## src/hdl/vbjs_pkg.sv

```systemverilog
// Package for the accelerator job scheduler.
// Holds op, status, cfg index and controller state codes plus shared structs.
// No dependencies.
package vbjs_pkg;

  typedef enum logic [1:0] {
    OP_ENQUEUE = 2'd0,
    OP_START   = 2'd1,
    OP_DONE    = 2'd2,
    OP_FAIL    = 2'd3
  } op_e;

  typedef enum logic [2:0] {
    ST_OK       = 3'd0,
    ST_STARTED  = 3'd1,
    ST_NONE     = 3'd2,
    ST_QFULL    = 3'd3,
    ST_BUSY     = 3'd4,
    ST_NOFREE   = 3'd5,
    ST_TFULL    = 3'd6,
    ST_BADDONE  = 3'd7
  } status_e;

  typedef enum logic [2:0] {
    REG_TOTAL   = 3'd0,
    REG_CACHE   = 3'd1,
    REG_GEN     = 3'd2,
    REG_PREVIEW = 3'd3,
    REG_RESERVE = 3'd4
  } reg_e;

  typedef enum logic [3:0] {
    S_IDLE,
    S_DECODE,
    S_SCAN,
    S_PICK,
    S_LOOKUP,
    S_EVICT,
    S_PLACE,
    S_COMMIT,
    S_FINISH,
    S_COUNT,
    S_OUT
  } state_e;

  // Commands from the controller to the datapath.
  typedef struct packed {
    logic load;       // capture input item
    logic enqueue;    // perform enqueue
    logic scan_clr;   // reset scan index and best
    logic scan_step;  // evaluate one queue entry
    logic lookup;     // model lookup for chosen entry
    logic evict;      // evict one LRU model
    logic place;      // place model, slot reuse
    logic hit_commit; // commit start on cache hit
    logic commit;     // reserve pool, mark running
    logic finish;     // release active job
    logic cnt_clr;    // model count reset, unused by the datapath
    logic cnt_step;   // count one model slot
    logic set_status; // latch status code
    status_e status;
  } cmd_t;

  // Status from the datapath to the controller.
  typedef struct packed {
    op_e  op;
    logic busy;       // a job is active
    logic scan_last;  // last queue entry being scanned
    logic best_found;
    logic hit;
    logic fits;       // model fits cache
    logic lru_found;
    logic free_found;
    logic cnt_last;
  } stat_t;

endpackage

```

## src/hdl/vbjs_ctrl.sv

```systemverilog
// Controller state machine of the job scheduler.
// Depends on vbjs_pkg.
module vbjs_ctrl (
  input  logic            clk_i,
  input  logic            rst_ni,
  input  logic            in_valid_i,
  output logic            in_ready_o,
  output logic            out_valid_o,
  input  logic            out_ready_i,
  input  vbjs_pkg::stat_t stat_i,
  output vbjs_pkg::cmd_t  cmd_o
);

  vbjs_pkg::state_e state_q, state_d;

  // State register.
  always_ff @(posedge clk_i or negedge rst_ni) begin
    if (!rst_ni) begin
      state_q <= vbjs_pkg::S_IDLE;
    end else begin
      state_q <= state_d;
    end
  end

  // Next state and commands.
  always_comb begin
    state_d     = state_q;
    cmd_o       = '0;
    cmd_o.status = vbjs_pkg::ST_OK;
    in_ready_o  = 1'b0;
    out_valid_o = 1'b0;
    unique case (state_q)
      vbjs_pkg::S_IDLE: begin
        in_ready_o = 1'b1;
        if (in_valid_i) begin
          cmd_o.load = 1'b1;
          state_d = vbjs_pkg::S_DECODE;
        end
      end
      vbjs_pkg::S_DECODE: begin
        unique case (stat_i.op)
          vbjs_pkg::OP_ENQUEUE: begin
            cmd_o.enqueue = 1'b1;
            state_d = vbjs_pkg::S_COUNT;
          end
          vbjs_pkg::OP_START: begin
            if (stat_i.busy) begin
              cmd_o.set_status = 1'b1;
              cmd_o.status = vbjs_pkg::ST_BUSY;
              state_d = vbjs_pkg::S_COUNT;
            end else begin
              cmd_o.scan_clr = 1'b1;
              state_d = vbjs_pkg::S_SCAN;
            end
          end
          default: begin
            cmd_o.finish = 1'b1;
            state_d = vbjs_pkg::S_COUNT;
          end
        endcase
      end
      vbjs_pkg::S_SCAN: begin
        cmd_o.scan_step = 1'b1;
        if (stat_i.scan_last) state_d = vbjs_pkg::S_PICK;
      end
      vbjs_pkg::S_PICK: begin
        if (!stat_i.best_found) begin
          cmd_o.set_status = 1'b1;
          cmd_o.status = vbjs_pkg::ST_NONE;
          state_d = vbjs_pkg::S_COUNT;
        end else begin
          cmd_o.lookup = 1'b1;
          state_d = vbjs_pkg::S_LOOKUP;
        end
      end
      vbjs_pkg::S_LOOKUP: begin
        if (stat_i.hit) begin
          cmd_o.hit_commit = 1'b1;
          state_d = vbjs_pkg::S_COMMIT;
        end else begin
          state_d = vbjs_pkg::S_EVICT;
        end
      end
      vbjs_pkg::S_EVICT: begin
        if (stat_i.fits) begin
          state_d = vbjs_pkg::S_PLACE;
        end else if (stat_i.lru_found) begin
          cmd_o.evict = 1'b1;
        end else begin
          cmd_o.set_status = 1'b1;
          cmd_o.status = vbjs_pkg::ST_NOFREE;
          state_d = vbjs_pkg::S_COUNT;
        end
      end
      vbjs_pkg::S_PLACE: begin
        if (stat_i.free_found || stat_i.lru_found) begin
          cmd_o.place = 1'b1;
          state_d = vbjs_pkg::S_COMMIT;
        end else begin
          cmd_o.set_status = 1'b1;
          cmd_o.status = vbjs_pkg::ST_TFULL;
          state_d = vbjs_pkg::S_COUNT;
        end
      end
      vbjs_pkg::S_COMMIT: begin
        cmd_o.commit = 1'b1;
        state_d = vbjs_pkg::S_COUNT;
      end
      vbjs_pkg::S_FINISH: begin
        state_d = vbjs_pkg::S_COUNT;
      end
      vbjs_pkg::S_COUNT: begin
        cmd_o.cnt_step = 1'b1;
        if (stat_i.cnt_last) state_d = vbjs_pkg::S_OUT;
      end
      vbjs_pkg::S_OUT: begin
        out_valid_o = 1'b1;
        if (out_ready_i) begin
          cmd_o.cnt_clr = 1'b1;
          state_d = vbjs_pkg::S_IDLE;
        end
      end
      default: state_d = vbjs_pkg::S_IDLE;
    endcase
  end

endmodule

```

## config.mk

```make
export PLATFORM = sky130hd
export DESIGN_NAME = vbjs_ctrl
export DESIGN_NICKNAME = d
export VERILOG_FILES = /design/src/hdl/vbjs_pkg.sv /design/src/hdl/vbjs_ctrl.sv
export SDC_FILE = /design/constraint.sdc
export NUM_CORES = 1
export LEC_CHECK = 0
export BUFFER_PORTS_ARGS = -buffer_cell sky130_fd_sc_hd__clkbuf_2
export CAP_MARGIN = 20
export CORE_AREA = 4 4 41 43
export CTS_CLUSTER_SIZE = 24
export DETAILED_ROUTE_END_ITERATION = 10
export DIE_AREA = 0 0 45 47
export PLACE_DENSITY = 0.8
export SLEW_MARGIN = 15
export SYNTH_ARGS = -nofsm -noshare
export SYNTH_HDL_FRONTEND = slang
export SYNTH_SLANG_ARGS = --single-unit
```

## constraint.sdc

```tcl
create_clock -name clk_i -period 2.67 [get_ports clk_i]
set_clock_uncertainty 0.15 [all_clocks]
set_input_delay 0.1335 -clock clk_i [delete_from_list [all_inputs] [get_ports clk_i]]
set_output_delay 0.1335 -clock clk_i [all_outputs]
set_load 0.005 [all_outputs]
```

# ---- Word-level counts from Yosys, hierarchy flattened
# Index checks and enable logic that the tools add are counted.
dict set report word_totals {
  reg_bits 4
  word_cells 66
  latchBits 0
  ramBits 0
  romBits 0
  n_memories 0
}
dict set report classes {
  bitwise_logic 0
  n_mux 43
  div_mod_pow 0
  eq_ne 16
  addsub 0
  magnitude_cmp 0
  n_mul 0
  shifts 0
  reduce_logical 6
}
# cell count
set op_table {}
lappend op_table {{$mux 4} 16}
lappend op_table {{$pmux 4 s10} 1}
lappend op_table {{$mux 1} 23}
lappend op_table {{$eq 4x3->1 const B} 4}
lappend op_table {{$pmux 4 s4} 1}
lappend op_table {{$eq 4x4->1 const B} 3}
lappend op_table {{$eq 4x2->1 const B} 2}
lappend op_table {{$ne 2x2->1 const B} 4}
lappend op_table {{$reduce_and 5->1} 1}
lappend op_table {{$eq 4x1->1 const B} 1}
lappend op_table {{$logic_not 4->1} 1}
lappend op_table {{$mux 2} 2}
lappend op_table {{$reduce_or 2->1} 2}
lappend op_table {{$ne 3x3->1 const B} 1}
lappend op_table {{$eq 2x1->1 const B} 1}
lappend op_table {{$logic_not 2->1} 1}
lappend op_table {{$logic_or 1x1->1} 1}

# ---- Depth between registers and ports, before layout
dict set report depth {
  depth_word 4
  mapped_depth 5
}

# ---- Least setup slack after synthesis
# Ideal clock, no wire load.
dict set report synth_timing {
  kind {flip-flop to flip-flop}
  startpoint {reg state_q[2]}
  endpoint {reg state_q[0]}
  path_slack_ps 1047
  stages_incl_launch_ff 6
  arrival_ps 1387
  path_cell_list {dfrtp_1 -> buf_6 -> or4b_4 -> o22ai_2 -> nor3_1 -> o221ai_2}
}
dict set report synth_via {
  elab_chain_len 3
  word_cells_on_any_way 19
  classes_between {eq/ne: 15; mux: 1; reduce/logical: 3}
}
# element line_no
set synth_lines {}
lappend synth_lines {{from (decl)} vbjs_ctrl.sv:14} ;# vbjs_pkg::state_e state_q, state_d;
lappend synth_lines {{from (signal assigned)} vbjs_ctrl.sv:19} ;# state_q <= vbjs_pkg::S_IDLE;
lappend synth_lines {{from (signal assigned)} vbjs_ctrl.sv:21} ;# state_q <= state_d;
lappend synth_lines {{$eq 4x3->1 (tied with other cells)} vbjs_ctrl.sv:32} ;# unique case (state_q)
lappend synth_lines {{$reduce_or 2->1 (no line) (tied with other cells)} -}
lappend synth_lines {{$pmux 4 s10 / $reduce_and 5->1 (equally long branches)} -}
# Parallel ways exist; a longest one is shown, timed or not.
# A chain may end at the register's enable or synchronous reset.

==> impl_metrics.toml <==
[worst_hold_path]
hp-class = "in2reg"

[global_routing]
antenna_found_initial = 0
grt_usage_pct = 17.7
grt_pass1_wl_um = 2760
grt_overflow = 0
grt_max_degree = 17
grt_pass1_vias = 642

[setup_path]
critPathRequiredTime_ns = 2.39
slowest_delay_ns = 0.56
crit_path_cell_trace = "nand2b_4, or4_1, o21ai_1, nand2b_1, clkbuf_2"
reg2reg_setup_slack_ns = 0.78
worstPathArrival_ns = 1.92
crit_start = "state_q[3]"
worstRegToRegCells = 4
regToRegStartpoint = "state_q[2]"
end_kind = "primary output"
startpoint_type = "flip-flop"
r2r-end = "state_q[1]"
crit_end = "cmd_o[3]"
crit_path_top_delay_cell = "dfrtp_1"
worstSetupPathType = "reg2out"
worst-path-max-fanout = 16

[placed_design]
dp.cells = 119
globalplace.congestion = 0.885
io_buffers = 31
dpl.hpwl_um = 1370

[synthesis]
yosysTopAreaCell = "dfrtp_1"
synth_edf_count = 0
synthCells = 77
syn-cell-area_um2 = 581
yosysMostFrequentCell = "nor2_1"
synthTopCellsByArea = "dfrtp_1 17%, nand2b_1 6.5%, nor2_1 6.5%"
syn_avg_cell_area_um2 = 7.54
synth_common_cells = "10 x nor2_1, 6 x nand2_1, 6 x nand2b_1"
synth.distinct_cells = 36
yosysSeqAreaShare_pct = 17.2
ys.flop_type = "dfrtp_1"
synthesis.nets = 91
async_flop_share_pct = 100
synth_seq_cells = 4
synth_top_area_share_pct = 17.2
yosys_warnings = 0

[sta]
finalHoldViolations = 0
drv_slew = 0
post-route-period-util_pct = 82.4
fmax_mhz = 454
tns_ns = 0
tightest_slew_ns = 0.523
period_minus_slack_ns = 2.20
setup_viol = 0
timing.slew.headroom_pct = 65.2
rsz0062_at_grt = "false"

[power_and_ir_drop]
peakVddDrop_mv = 0.625
p_leak_nw = 0.392
powerDensity_nw_per_um2 = 884
p_total_mw = 0.673

[route]
wire_per_inst_um = 13.5
drtPass1Iterations = 4
drtIter0Drc = 13
drtAntennaViolNets = 0
drcViolationCount = 0
wirelength_um = 1660
viasPerCell = 5.52
num_vias = 679

[clock_tree]
numCtsBuffers = 3
ctsRootBufferMaster = "clkbuf_4"
clk_pin_slew_ns = 0.03
cts_tree = "yes"
insertion_delay_ns = 0.23
cts_max_level = 1
postCtsSetupRepairBufs = 0
cts_max_path_buffers = 2
cts.sinks = 4

[layout]
top_regs = "state_q (4)"
instances_no_fill = 123
nNetsFinal = 124
top_register = "state_q"
fillers = 123
antenna_cells = 0
syn2layout_area_growth_pct = 31.0
largest_reg_flops = 4
drive_above_1_share_pct = 40.7

[die]
dieArea_um2 = 2120
dieHeight_um = 47
initial_utilization_pct = 44.6
coreArea_um2 = 1300
fp-row-count = 13
ios = 32
die_x_um = 45

[outcome]
status = "finished clean"

[run]
maxCapViolCount = 0
==> logic make-up (layout without fill, tap and decap cells) <==
kind of cell / after synthesis / count (layout) / share of synthesized area (%)
flops: 4 / 4 / 17.2
mux: 1 / 1 / 1.72
simple gates: 49 / 49 / 50.9
buf+inv: 9 / 40 / 7.76
compound gates: 14 / 14 / 22.4
==> through the flow <==
stage	cell area (µm²)	hold slack [ns]	worst slack (ns)	utilization (%)
global route	761	0.0212	0.373	58.5
CTS	761	0.00334	0.468	58.5
detailed placement	728	-0.207	0.714	56.0
global placement	728	-0.209	0.787	56.0
floorplan	581	-0.312	1.05	-
finish	761	0.0119	0.469	58.5
==> power breakdown <==
| part | total [mW] | internal (mW) | switching, mW |
|---|---|---|---|
| logic | 0.426 | 0.213 | 0.213 |
| registers | 0.173 | 0.0857 | 0.0878 |
| clock network | 0.0733 | 0.0502 | 0.0232 |
| total | 0.673 | 0.348 | 0.324 |
==> what timing repair did <==
item / 4_1_cts / 5_1_grt
resized for setup: 0 / 0
endpoints found under the hold margin: 4 / 0
endpoints found under the setup margin: 0 / 0
hold buffers: 1 / 0
==> worst min path at each step <==
stage,from,end,slack (ns),cells after the start
2_1_floorplan,rst_ni,state_q[0],-0.31,0
3_3_place_gp,rst_ni,state_q[1],-0.21,1
3_5_place_dp,rst_ni,state_q[1],-0.21,1
4_1_cts,stat_i[0],state_q[0],0.003,2
5_1_grt,stat_i[0],state_q[0],0.02,2
6_report,stat_i[0],state_q[0],0.01,2
==> routing by layer <==
layer	GRT usage [%]	wire (µm)	vias to the layer above	part of all wire, %
met5	0	0	-	0
met4	10.5	11	0	0.66
met3	3.07	127	2	7.6
met2	27.4	759	31	46
met1	22.9	765	307	46
li1	-	-	339	-
==> critical path: cells and delay by family, from the launching register on <==
family / cells / cell delay (ns)
flip-flops: 1 / 0.56
buffers and inverters: 1 / 0.11
AO/OA/AOI/OAI: 1 / 0.12
AND/OR/NAND/NOR: 3 / 0.90
==> layout make-up <==
type,instances,area [µm²],share of cell area [%]
clock buffers,3,22.5,2.96
repair buffers,32,165,21.7
flip-flops and latches,4,100,13.2
multi-input cells,64,435,57.2
well taps,15,18.8,2.47
inverters,5,18.8,2.47
==> cell usage in the layout (no fill, tap or decap), types with 2 or more instances in the layout <==
| cell type | n |
|---|---|
| clkbuf_2 | 31 |
| nor2_1 | 10 |
| nand2b_1 | 6 |
| nand2_1 | 6 |
| inv_1 | 5 |
| nor3_1 | 4 |
| nor2b_1 | 4 |
| dfrtp_1 | 4 |
| clkbuf_4 | 3 |
| nor4_1 | 2 |
| o21ai_1 | 2 |
| or4b_4 | 2 |
| nor3b_1 | 2 |
| and2_1 | 2 |
| or2_2 | 2 |
| a21oi_1 | 2 |
(Power assumes the default switching activity.)
